**src/sv/srsn_pkg.sv**
```systemverilog
// Shared types and constants for the slot range splitting node map.
// No dependencies; used by the top level.
`timescale 1ns / 1ps
`default_nettype none

package srsn_pkg;

   localparam int ADDR_W  = 32;
   localparam int PORT_W  = 16;
   localparam int SLOT_W  = 6;
   localparam int NODE_W  = 6;
   localparam int END_W   = 7;
   localparam int STAT_W  = 2;

   localparam logic MODE_ADD    = 1'b0;
   localparam logic MODE_LOOKUP = 1'b1;

   localparam logic [STAT_W-1:0] STATUS_OK      = 2'd0;
   localparam logic [STAT_W-1:0] STATUS_REFUSED = 2'd1;
   localparam logic [STAT_W-1:0] STATUS_EMPTY   = 2'd2;

   typedef struct packed {
      logic              mode;
      logic [ADDR_W-1:0] node_addr;
      logic [PORT_W-1:0] node_port;
      logic [SLOT_W-1:0] slot_index;
   } req_type;

   typedef struct packed {
      logic [STAT_W-1:0] status;
      logic [NODE_W-1:0] node_index;
      logic [ADDR_W-1:0] owner_addr;
      logic [PORT_W-1:0] owner_port;
      logic [SLOT_W-1:0] range_start;
      logic [END_W-1:0]  range_end;
   } rsp_type;

endpackage

`default_nettype wire

```
**src/sv/slot_range_splitting_node_map.sv**
```systemverilog
// Top level of the slot range splitting node map; depends on srsn_pkg and srsn_ram.
// Add refused at the cap and lookup with no nodes answer from idle; a first add
//   fills every slot; a later add walks the runs, then hands over half the longest
//   run (refused if none has two slots); lookup reduces the slot modulo NUM_SLOTS,
//   then walks the runs up to it. One beat at a time; results never stall.
// Reset clears only the sequencer, node count and valid flag; tables are not cleared.
`timescale 1ns / 1ps
`default_nettype none

module slot_range_splitting_node_map #(
   parameter int NUM_SLOTS = 64
) (
   input  wire logic            clock,
   input  wire logic            reset,
   input  wire logic            start,
   output logic                 busy,
   input  wire srsn_pkg::req_type req_item,
   output logic                 rsp_valid,
   output srsn_pkg::rsp_type    rsp_item
);

   localparam int SW = $clog2(NUM_SLOTS);
   localparam int EW = $clog2(NUM_SLOTS + 1);
   localparam int CW = ((EW > srsn_pkg::SLOT_W) ? EW : srsn_pkg::SLOT_W) + 1;
   localparam int NW = EW + srsn_pkg::ADDR_W + srsn_pkg::PORT_W;
   localparam logic [EW-1:0] N_E = EW'(NUM_SLOTS);
   localparam logic [CW-1:0] N_C = CW'(NUM_SLOTS);
   localparam logic [EW-1:0] TWO = EW'(2);

   localparam logic [3:0] ST_IDLE      = 4'd0;
   localparam logic [3:0] ST_MOD       = 4'd1;
   localparam logic [3:0] ST_FILL0     = 4'd2;
   localparam logic [3:0] ST_WALK_OWN  = 4'd3;
   localparam logic [3:0] ST_WALK_NODE = 4'd4;
   localparam logic [3:0] ST_WALK_EVAL = 4'd5;
   localparam logic [3:0] ST_SPLIT     = 4'd6;
   localparam logic [3:0] ST_LK_OWN    = 4'd7;
   localparam logic [3:0] ST_LK_NODE   = 4'd8;
   localparam logic [3:0] ST_LK_DONE   = 4'd9;

   // control
   logic [3:0]    state_ff, state_in;
   logic [EW-1:0] count_ff, count_in;
   logic          rsp_valid_ff, rsp_valid_in;
   // data
   logic                        mode_ff, mode_in;
   logic [srsn_pkg::ADDR_W-1:0] addr_ff, addr_in;
   logic [srsn_pkg::PORT_W-1:0] port_ff, port_in;
   logic [srsn_pkg::SLOT_W-1:0] slot_ff, slot_in;
   logic [EW-1:0]               pos_ff, pos_in;
   logic [EW-1:0]               best_start_ff, best_start_in;
   logic [EW-1:0]               best_len_ff, best_len_in;
   logic [EW-1:0]               fill_ff, fill_in;
   logic [EW-1:0]               split_end_ff, split_end_in;
   logic [EW-1:0]               rs_ff, rs_in;
   logic [EW-1:0]               re_ff, re_in;
   logic [SW-1:0]               owner_ff, owner_in;
   srsn_pkg::rsp_type           rsp_ff, rsp_in;

   // RAM ports
   logic          own_we;
   logic [SW-1:0] own_waddr, own_raddr, own_rdata;
   logic          node_we;
   logic [SW-1:0] node_waddr;
   logic [NW-1:0] node_wdata, node_rdata;

   logic [EW-1:0]               node_end;
   logic [srsn_pkg::ADDR_W-1:0] node_addr;
   logic [srsn_pkg::PORT_W-1:0] node_port;
   logic [EW-1:0]               run_len, len_new, start_new, half;
   logic                        run_bad, walk_done;

   assign node_end  = node_rdata[NW-1 -: EW];
   assign node_addr = node_rdata[srsn_pkg::ADDR_W + srsn_pkg::PORT_W - 1 : srsn_pkg::PORT_W];
   assign node_port = node_rdata[srsn_pkg::PORT_W-1:0];

   assign run_bad   = (node_end <= pos_ff) || (node_end > N_E);
   assign run_len   = node_end - pos_ff;
   assign len_new   = (!run_bad && (run_len > best_len_ff)) ? run_len : best_len_ff;
   assign start_new = (!run_bad && (run_len > best_len_ff)) ? pos_ff : best_start_ff;
   assign walk_done = run_bad || (node_end >= N_E);
   assign half      = len_new >> 1;

   assign own_raddr  = (state_ff == ST_LK_OWN) ? SW'(slot_ff) : pos_ff[SW-1:0];
   assign own_waddr  = fill_ff[SW-1:0];
   assign node_wdata = {((state_ff == ST_FILL0) ? N_E : split_end_ff), addr_ff, port_ff};
   assign node_waddr = (state_ff == ST_FILL0) ? SW'(0) : count_ff[SW-1:0];

   always_comb begin
      state_in      = state_ff;
      count_in      = count_ff;
      rsp_valid_in  = 1'b0;
      mode_in       = mode_ff;
      addr_in       = addr_ff;
      port_in       = port_ff;
      slot_in       = slot_ff;
      pos_in        = pos_ff;
      best_start_in = best_start_ff;
      best_len_in   = best_len_ff;
      fill_in       = fill_ff;
      split_end_in  = split_end_ff;
      rs_in         = rs_ff;
      re_in         = re_ff;
      owner_in      = owner_ff;
      rsp_in        = rsp_ff;
      own_we        = 1'b0;
      node_we       = 1'b0;

      unique case (state_ff)
         ST_IDLE: begin
            if (start) begin
               mode_in       = req_item.mode;
               addr_in       = req_item.node_addr;
               port_in       = req_item.node_port;
               slot_in       = req_item.slot_index;
               pos_in        = '0;
               best_start_in = '0;
               best_len_in   = '0;
               fill_in       = '0;
               rs_in         = '0;
               re_in         = '0;
               if (req_item.mode == srsn_pkg::MODE_ADD) begin
                  if (count_ff >= N_E) begin
                     rsp_in       = '0;
                     rsp_in.status = srsn_pkg::STATUS_REFUSED;
                     rsp_valid_in = 1'b1;
                  end else if (count_ff == '0) begin
                     state_in = ST_FILL0;
                  end else begin
                     state_in = ST_WALK_OWN;
                  end
               end else begin
                  if (count_ff == '0) begin
                     rsp_in        = '0;
                     rsp_in.status = srsn_pkg::STATUS_EMPTY;
                     rsp_valid_in  = 1'b1;
                  end else begin
                     state_in = ST_MOD;
                  end
               end
            end
         end
         ST_MOD: begin
            if (CW'(slot_ff) >= N_C) begin
               slot_in = srsn_pkg::SLOT_W'(CW'(slot_ff) - N_C);
            end else begin
               state_in = ST_WALK_OWN;
            end
         end
         ST_FILL0: begin
            own_we  = 1'b1;
            fill_in = fill_ff + EW'(1);
            if (fill_ff == N_E - EW'(1)) begin
               node_we             = 1'b1;
               count_in            = EW'(1);
               rsp_in.status       = srsn_pkg::STATUS_OK;
               rsp_in.node_index   = '0;
               rsp_in.owner_addr   = addr_ff;
               rsp_in.owner_port   = port_ff;
               rsp_in.range_start  = '0;
               rsp_in.range_end    = srsn_pkg::END_W'(N_E);
               rsp_valid_in        = 1'b1;
               state_in            = ST_IDLE;
            end
         end
         ST_WALK_OWN: begin
            state_in = ST_WALK_NODE;
         end
         ST_WALK_NODE: begin
            state_in = ST_WALK_EVAL;
         end
         ST_WALK_EVAL: begin
            if (mode_ff == srsn_pkg::MODE_ADD) begin
               best_len_in   = len_new;
               best_start_in = start_new;
               pos_in        = node_end;
               if (walk_done) begin
                  if (len_new < TWO) begin
                     rsp_in        = '0;
                     rsp_in.status = srsn_pkg::STATUS_REFUSED;
                     rsp_valid_in  = 1'b1;
                     state_in      = ST_IDLE;
                  end else begin
                     fill_in      = start_new;
                     split_end_in = start_new + half;
                     state_in     = ST_SPLIT;
                  end
               end else begin
                  state_in = ST_WALK_OWN;
               end
            end else begin
               if (run_bad) begin
                  state_in = ST_LK_OWN;
               end else if (CW'(slot_ff) < CW'(node_end)) begin
                  rs_in    = pos_ff;
                  re_in    = node_end;
                  state_in = ST_LK_OWN;
               end else begin
                  pos_in   = node_end;
                  state_in = walk_done ? ST_LK_OWN : ST_WALK_OWN;
               end
            end
         end
         ST_SPLIT: begin
            own_we  = 1'b1;
            fill_in = fill_ff + EW'(1);
            if (fill_ff + EW'(1) == split_end_ff) begin
               node_we             = 1'b1;
               count_in            = count_ff + EW'(1);
               rsp_in.status       = srsn_pkg::STATUS_OK;
               rsp_in.node_index   = srsn_pkg::NODE_W'(count_ff);
               rsp_in.owner_addr   = addr_ff;
               rsp_in.owner_port   = port_ff;
               rsp_in.range_start  = srsn_pkg::SLOT_W'(best_start_ff);
               rsp_in.range_end    = srsn_pkg::END_W'(split_end_ff);
               rsp_valid_in        = 1'b1;
               state_in            = ST_IDLE;
            end
         end
         ST_LK_OWN: begin
            state_in = ST_LK_NODE;
         end
         ST_LK_NODE: begin
            owner_in = own_rdata;
            state_in = ST_LK_DONE;
         end
         ST_LK_DONE: begin
            rsp_in.status      = srsn_pkg::STATUS_OK;
            rsp_in.node_index  = srsn_pkg::NODE_W'(owner_ff);
            rsp_in.owner_addr  = node_addr;
            rsp_in.owner_port  = node_port;
            rsp_in.range_start = srsn_pkg::SLOT_W'(rs_ff);
            rsp_in.range_end   = srsn_pkg::END_W'(re_ff);
            rsp_valid_in       = 1'b1;
            state_in           = ST_IDLE;
         end
         default: begin
            state_in = ST_IDLE;
         end
      endcase
   end

   always_ff @(posedge clock) begin
      if (reset) begin
         state_ff     <= ST_IDLE;
         count_ff     <= '0;
         rsp_valid_ff <= 1'b0;
      end else begin
         state_ff     <= state_in;
         count_ff     <= count_in;
         rsp_valid_ff <= rsp_valid_in;
      end
   end

   always_ff @(posedge clock) begin
      mode_ff       <= mode_in;
      addr_ff       <= addr_in;
      port_ff       <= port_in;
      slot_ff       <= slot_in;
      pos_ff        <= pos_in;
      best_start_ff <= best_start_in;
      best_len_ff   <= best_len_in;
      fill_ff       <= fill_in;
      split_end_ff  <= split_end_in;
      rs_ff         <= rs_in;
      re_ff         <= re_in;
      owner_ff      <= owner_in;
      rsp_ff        <= rsp_in;
   end

   srsn_ram #(
      .WIDTH (SW),
      .DEPTH (NUM_SLOTS)
   ) u_owner_ram (
      .clock   (clock),
      .wr_en   (own_we),
      .wr_addr (own_waddr),
      .wr_data ((state_ff == ST_FILL0) ? SW'(0) : count_ff[SW-1:0]),
      .rd_addr (own_raddr),
      .rd_data (own_rdata)
   );

   srsn_ram #(
      .WIDTH (NW),
      .DEPTH (NUM_SLOTS)
   ) u_node_ram (
      .clock   (clock),
      .wr_en   (node_we),
      .wr_addr (node_waddr),
      .wr_data (node_wdata),
      .rd_addr (own_rdata),
      .rd_data (node_rdata)
   );

   assign busy      = (state_ff != ST_IDLE);
   assign rsp_valid = rsp_valid_ff;
   assign rsp_item  = rsp_ff;

`ifndef NO_ASSERTIONS
   a_count_cap: assert property (@(posedge clock) disable iff (reset)
      count_ff <= N_E)
      else $error("node count above slot count");

   a_accept_progress: assert property (@(posedge clock) disable iff (reset)
      (start && !busy) |=> (busy || rsp_valid))
      else $error("accepted beat neither in work nor answered");

   a_walk_pos: assert property (@(posedge clock) disable iff (reset)
      (state_ff == ST_WALK_OWN) |-> (pos_ff < N_E))
      else $error("walk position past table");

   a_split_bound: assert property (@(posedge clock) disable iff (reset)
      (state_ff == ST_SPLIT) |-> (fill_ff < split_end_ff))
      else $error("split fill past split point");
`endif

endmodule

`default_nettype wire

```
**src/sv/srsn_ram.sv**
```systemverilog
// Generic single-port-write, single-port-read RAM with registered read.
// No dependencies.
`timescale 1ns / 1ps
`default_nettype none

module srsn_ram #(
   parameter int WIDTH = 8,
   parameter int DEPTH = 64
) (
   input  wire logic                     clock,
   input  wire logic                     wr_en,
   input  wire logic [$clog2(DEPTH)-1:0] wr_addr,
   input  wire logic [WIDTH-1:0]         wr_data,
   input  wire logic [$clog2(DEPTH)-1:0] rd_addr,
   output logic      [WIDTH-1:0]         rd_data
);

   logic [WIDTH-1:0] mem [DEPTH];

   always_ff @(posedge clock) begin
      if (wr_en) begin
         mem[wr_addr] <= wr_data;
      end
      rd_data <= mem[rd_addr];
   end

endmodule

`default_nettype wire
```
**config.mk**
```make
export PLATFORM = sky130hd
export DESIGN_NAME = slot_range_splitting_node_map
export DESIGN_NICKNAME = d
export VERILOG_FILES = /design/src/sv/srsn_pkg.sv /design/src/sv/slot_range_splitting_node_map.sv /design/src/sv/srsn_ram.sv
export SDC_FILE = /design/constraint.sdc
export NUM_CORES = 2
export LEC_CHECK = 0
export BUFFER_PORTS_ARGS = -buffer_cell sky130_fd_sc_hd__buf_4
export CORE_ASPECT_RATIO = 1.1
export CORE_MARGIN = 1
export CORE_UTILIZATION = 45
export DETAILED_ROUTE_END_ITERATION = 7
export PLACE_DENSITY = 0.68
export SYNTH_ARGS = -nofsm -noshare
export SYNTH_HDL_FRONTEND = slang
export SYNTH_SLANG_ARGS = --single-unit
```
**constraint.sdc**
```tcl
create_clock -name clock -period 26.3 [get_ports clock]
set_clock_uncertainty 0.15 [all_clocks]
set_input_delay 2.63 -clock clock [delete_from_list [all_inputs] [get_ports clock]]
set_output_delay 2.63 -clock clock [all_outputs]
set_load 0.01 [all_outputs]
```
==> run_results.csv <==
group,metric,value,unit
synthesis,synth_seq_cells,4155,
synthesis,yosysTopAreaCell,"edfxtp_1",
synthesis,synth_xor_area_frac,0.001272,
routing,ant_nets,0,
die,initial_utilization,0.4520,
critical_path,cp_max_fo,52,
placed_design,hpwl,220.9,mm
routing,drt_wl_total,421.4,mm
sta,hold_viol,0,
worst_hold_path,hold_start,"u_node_ram.rd_data[25]",
critical_path,critPathLaunchType,"register",
critical_path,crit_path_start,"u_owner_ram.rd_data[0]",
cts,ctsHtreeMaxLevel,5,
routing,routed.top_layer,"met5",
critical_path,max_stage_delay,0.94,ns
sta,fmax,155.0,MHz
sta,hold_ws,0.3829,ns
placed_design,dp_cells,11400,
global_route,grt_pass1_vias,75780,
routing,vias,76560,
sta,tightest_slew,1.322,ns
cts,cts_buffers,398,
synthesis,synth_commonest_cells,"edfxtp_1, mux4_2, nand2_1, clkbuf_1, nor2_1",
cts,cts_buffer_depth,4,
power,peakVddDrop,0.09602,mV
critical_path,worstSetupPathType,"reg -> reg",
synthesis,syn_inst,6780,
final_layout,fin_cells,12150,
sta,min_period_over_period,0.2453,
placed_design,io_buffers,128,
sta,post-route-min-period,6.452,ns
global_route,grt_max_degree,133,
routing,drt-met1-wl,158.0,mm
sta,rsz0062_at_grt,"false",
critical_path,cp.arrival,7.12,ns
routing,dr_wl_met3,44.83,mm
sta,tns,0,ns
power,p_leak,55.93,nW
sta,setup_viol,0,
synthesis,synth_ff_type,"edfxtp_1",
power,cellPowerDensity,104.2,nW/um2
power,power_frac_seq,0.428,
routing,vias_per_cell,6.304,
synthesis,ys_async_sr_fraction,0,
routing,drt_first_pass_iters,6,
die,die_y,624.1,um
critical_path,crit_top_cell,"buf_4",
power,p_clk_frac,0.311,
cts,clk_pin_slew,0.06,ns
final_layout,fin_util,0.5115,
cts,cts_tree,"built",
critical_path,crit_chain,"buf_4 -> buf_4 -> buf_4 -> buf_4 -> mux4_2 -> mux4_2 -> mux4_2",
cts,postCtsSetupBuffers,0,
cts,clock_sinks,4155,
power,netSwitchingFraction,0.2854,
critical_path,critPathCaptureType,"register",
die,dieArea,354200,um2
final_layout,syn_to_final_growth,13.18,%
synthesis,synth-simple-area-share,0.01818,
sta,maxSlewHeadroom,0.1163,
synthesis,netlist_top_cells_area,"edfxtp_1, mux4_2, dfxtp_1",
power,p_comb_frac,0.261,
synthesis,synthMuxAreaShare,0.1708,
sta,slew_violations,0,
synthesis,synth_top_family_by_area,"multiplexers",
routing,wl_per_cell,34.69,um
global_route,gr-total-overflow,0,
placed_design,gp_congestion,0.8396,
global_route,antenna_found_initial,22,
synthesis,synth.top_cell.area_share,0.7742,
synthesis,syn_area,158300,um2
cts,clk_latency,0.96,ns
die,dieWidth,567.6,um
routing,met2WireLength,206.5,mm
synthesis,ys_seq_area_frac,0.7834,
status,status,"completed",
synthesis,synth_edf_count,4082,
job,cap_violations,0,
power,cellInternalPower,13.35,mW
routing,drc,0,
critical_path,r2r_start,"u_owner_ram.rd_data[0]",
final_layout,layout.nets,7289,
critical_path,crit_required,26.97,ns
routing,dr.first_iter.drc_count,11600,
worst_hold_path,hold_path_class,"reg -> reg",
global_route,grt_pass1_wl,587.5,mm
final_layout,final_layout_size_suffix_gt1_frac,0.2958,
synthesis,synth.avg_cell_area,23.35,um2
synthesis,synth_compound_area_frac,0.01266,
die,ioPinCount,129,
critical_path,crit_slowest_cell,"buf_4",
die,num_rows,228,
power,p_sw,5.331,mW
cts,cts_resized,0,
global_route,grt_usage,0.2357,
synthesis,ys.warnings.count,0,
synthesis,yosys.area_share.adder,0.002466,
synthesis,ys_types,60,
cts,clockRootBuffer,"clkbuf_16",
synthesis,synth_most_common_cell,"edfxtp_1",
cts,hold_buffers,0,
synthesis,syn_nets,6868,
die,coreArea,350300,um2
critical path: cells and delay by family (launching register included):
| kind | cells | cell delay (ns) |
|---|---|---|
| flops | 1 | 0.88 |
| buf+inv | 4 | 3.55 |
| mux | 3 | 1.58 |
path summary, 6_finish.rpt:
check,end,slack (ns),cells past startpoint
max,u_node_ram.rd_data[45],19.85,7
min,rsp_item[38],0.38,1
max reg2reg,u_node_ram.rd_data[45],19.85,7
min reg2reg,rsp_item[38],0.38,1
kinds of logic after synthesis:
| kind of cell | count (synthesis) |
|---|---|
| compound gates | 277 |
| xor+xnor | 23 |
| simple gates | 651 |
| mux | 1243 |
| buf+inv | 401 |
| fa+ha+maj | 30 |
| flops | 4155 |
state kept, by name, summed over array words and instances (netlist names):
name	count
u_node_ram.rd_data	55
count_ff	7
rsp_valid	1
split_end_ff	7
re_ff	7
addr_ff	32
rsp_item	69
port_ff	16
owner_ff	6
pos_ff	7
fill_ff	7
slot_ff	6
mode_ff	1
u_owner_ram.rd_data	6
best_start_ff	7
state_ff	4
u_node_ram.mem	3520
rs_ff	6
u_owner_ram.mem	384
best_len_ff	7
metal layers:
metal  up-vias  track usage
met4        14      0.06492
met2      4759       0.3848
met1     41340       0.3240
met3       718      0.04830
li1      29740            -
met5         -            0
power groups by stage:
stage / clock, mW / sequential [mW] / combinational, mW
4_1_cts: 5.88 / 8.00 / 4.90
3_3_place_gp: 0 / 8.13 / 4.81
5_1_grt: 6.11 / 8.01 / 5.16
2_1_floorplan: 0 / 8.18 / 3.36
6_report: 5.82 / 8.00 / 4.87
3_5_place_dp: 0 / 8.13 / 4.87
placed cells by master (no fill, tap or decap), types with 46 or more instances in the layout:
cell	synthesis	final
a22o_1	67	67
buf_4	18	372
bufinv_16	0	46
clkbuf_1	186	74
clkbuf_16	0	403
clkinv_1	1	93
clkinv_2	0	71
dfxtp_1	73	67
edfxtp_1	4082	4082
mux2i_1	60	59
mux4_2	1165	1165
nand2_1	274	274
nand3_1	78	78
nor2_1	183	119
nor2_4	0	63
area by class of cell:
type                       count  area (um2)
antenna                        6       15.01
clock buffer                 490       10540
clock inverter               249        2665
fill                       26590      171100
inverter                      43       163.9
multi-input combinational   2224       33080
sequential                  4155      124100
tap                         4600        5756
timing repair buffer         379        2918
through the flow:
| step | total power, mW | instance area (um2) | setup slack, ns |
|---|---|---|---|
| floorplan | 11.54 | 158300 | 17.60 |
| global placement | 12.94 | 166000 | 19.62 |
| detailed placement | 13.00 | 166000 | 19.60 |
| CTS | 18.77 | 179200 | 19.62 |
| global route | 19.28 | 179200 | 19.22 |
| finish | 18.68 | 179200 | 19.85 |
(Power assumes the default switching activity.)
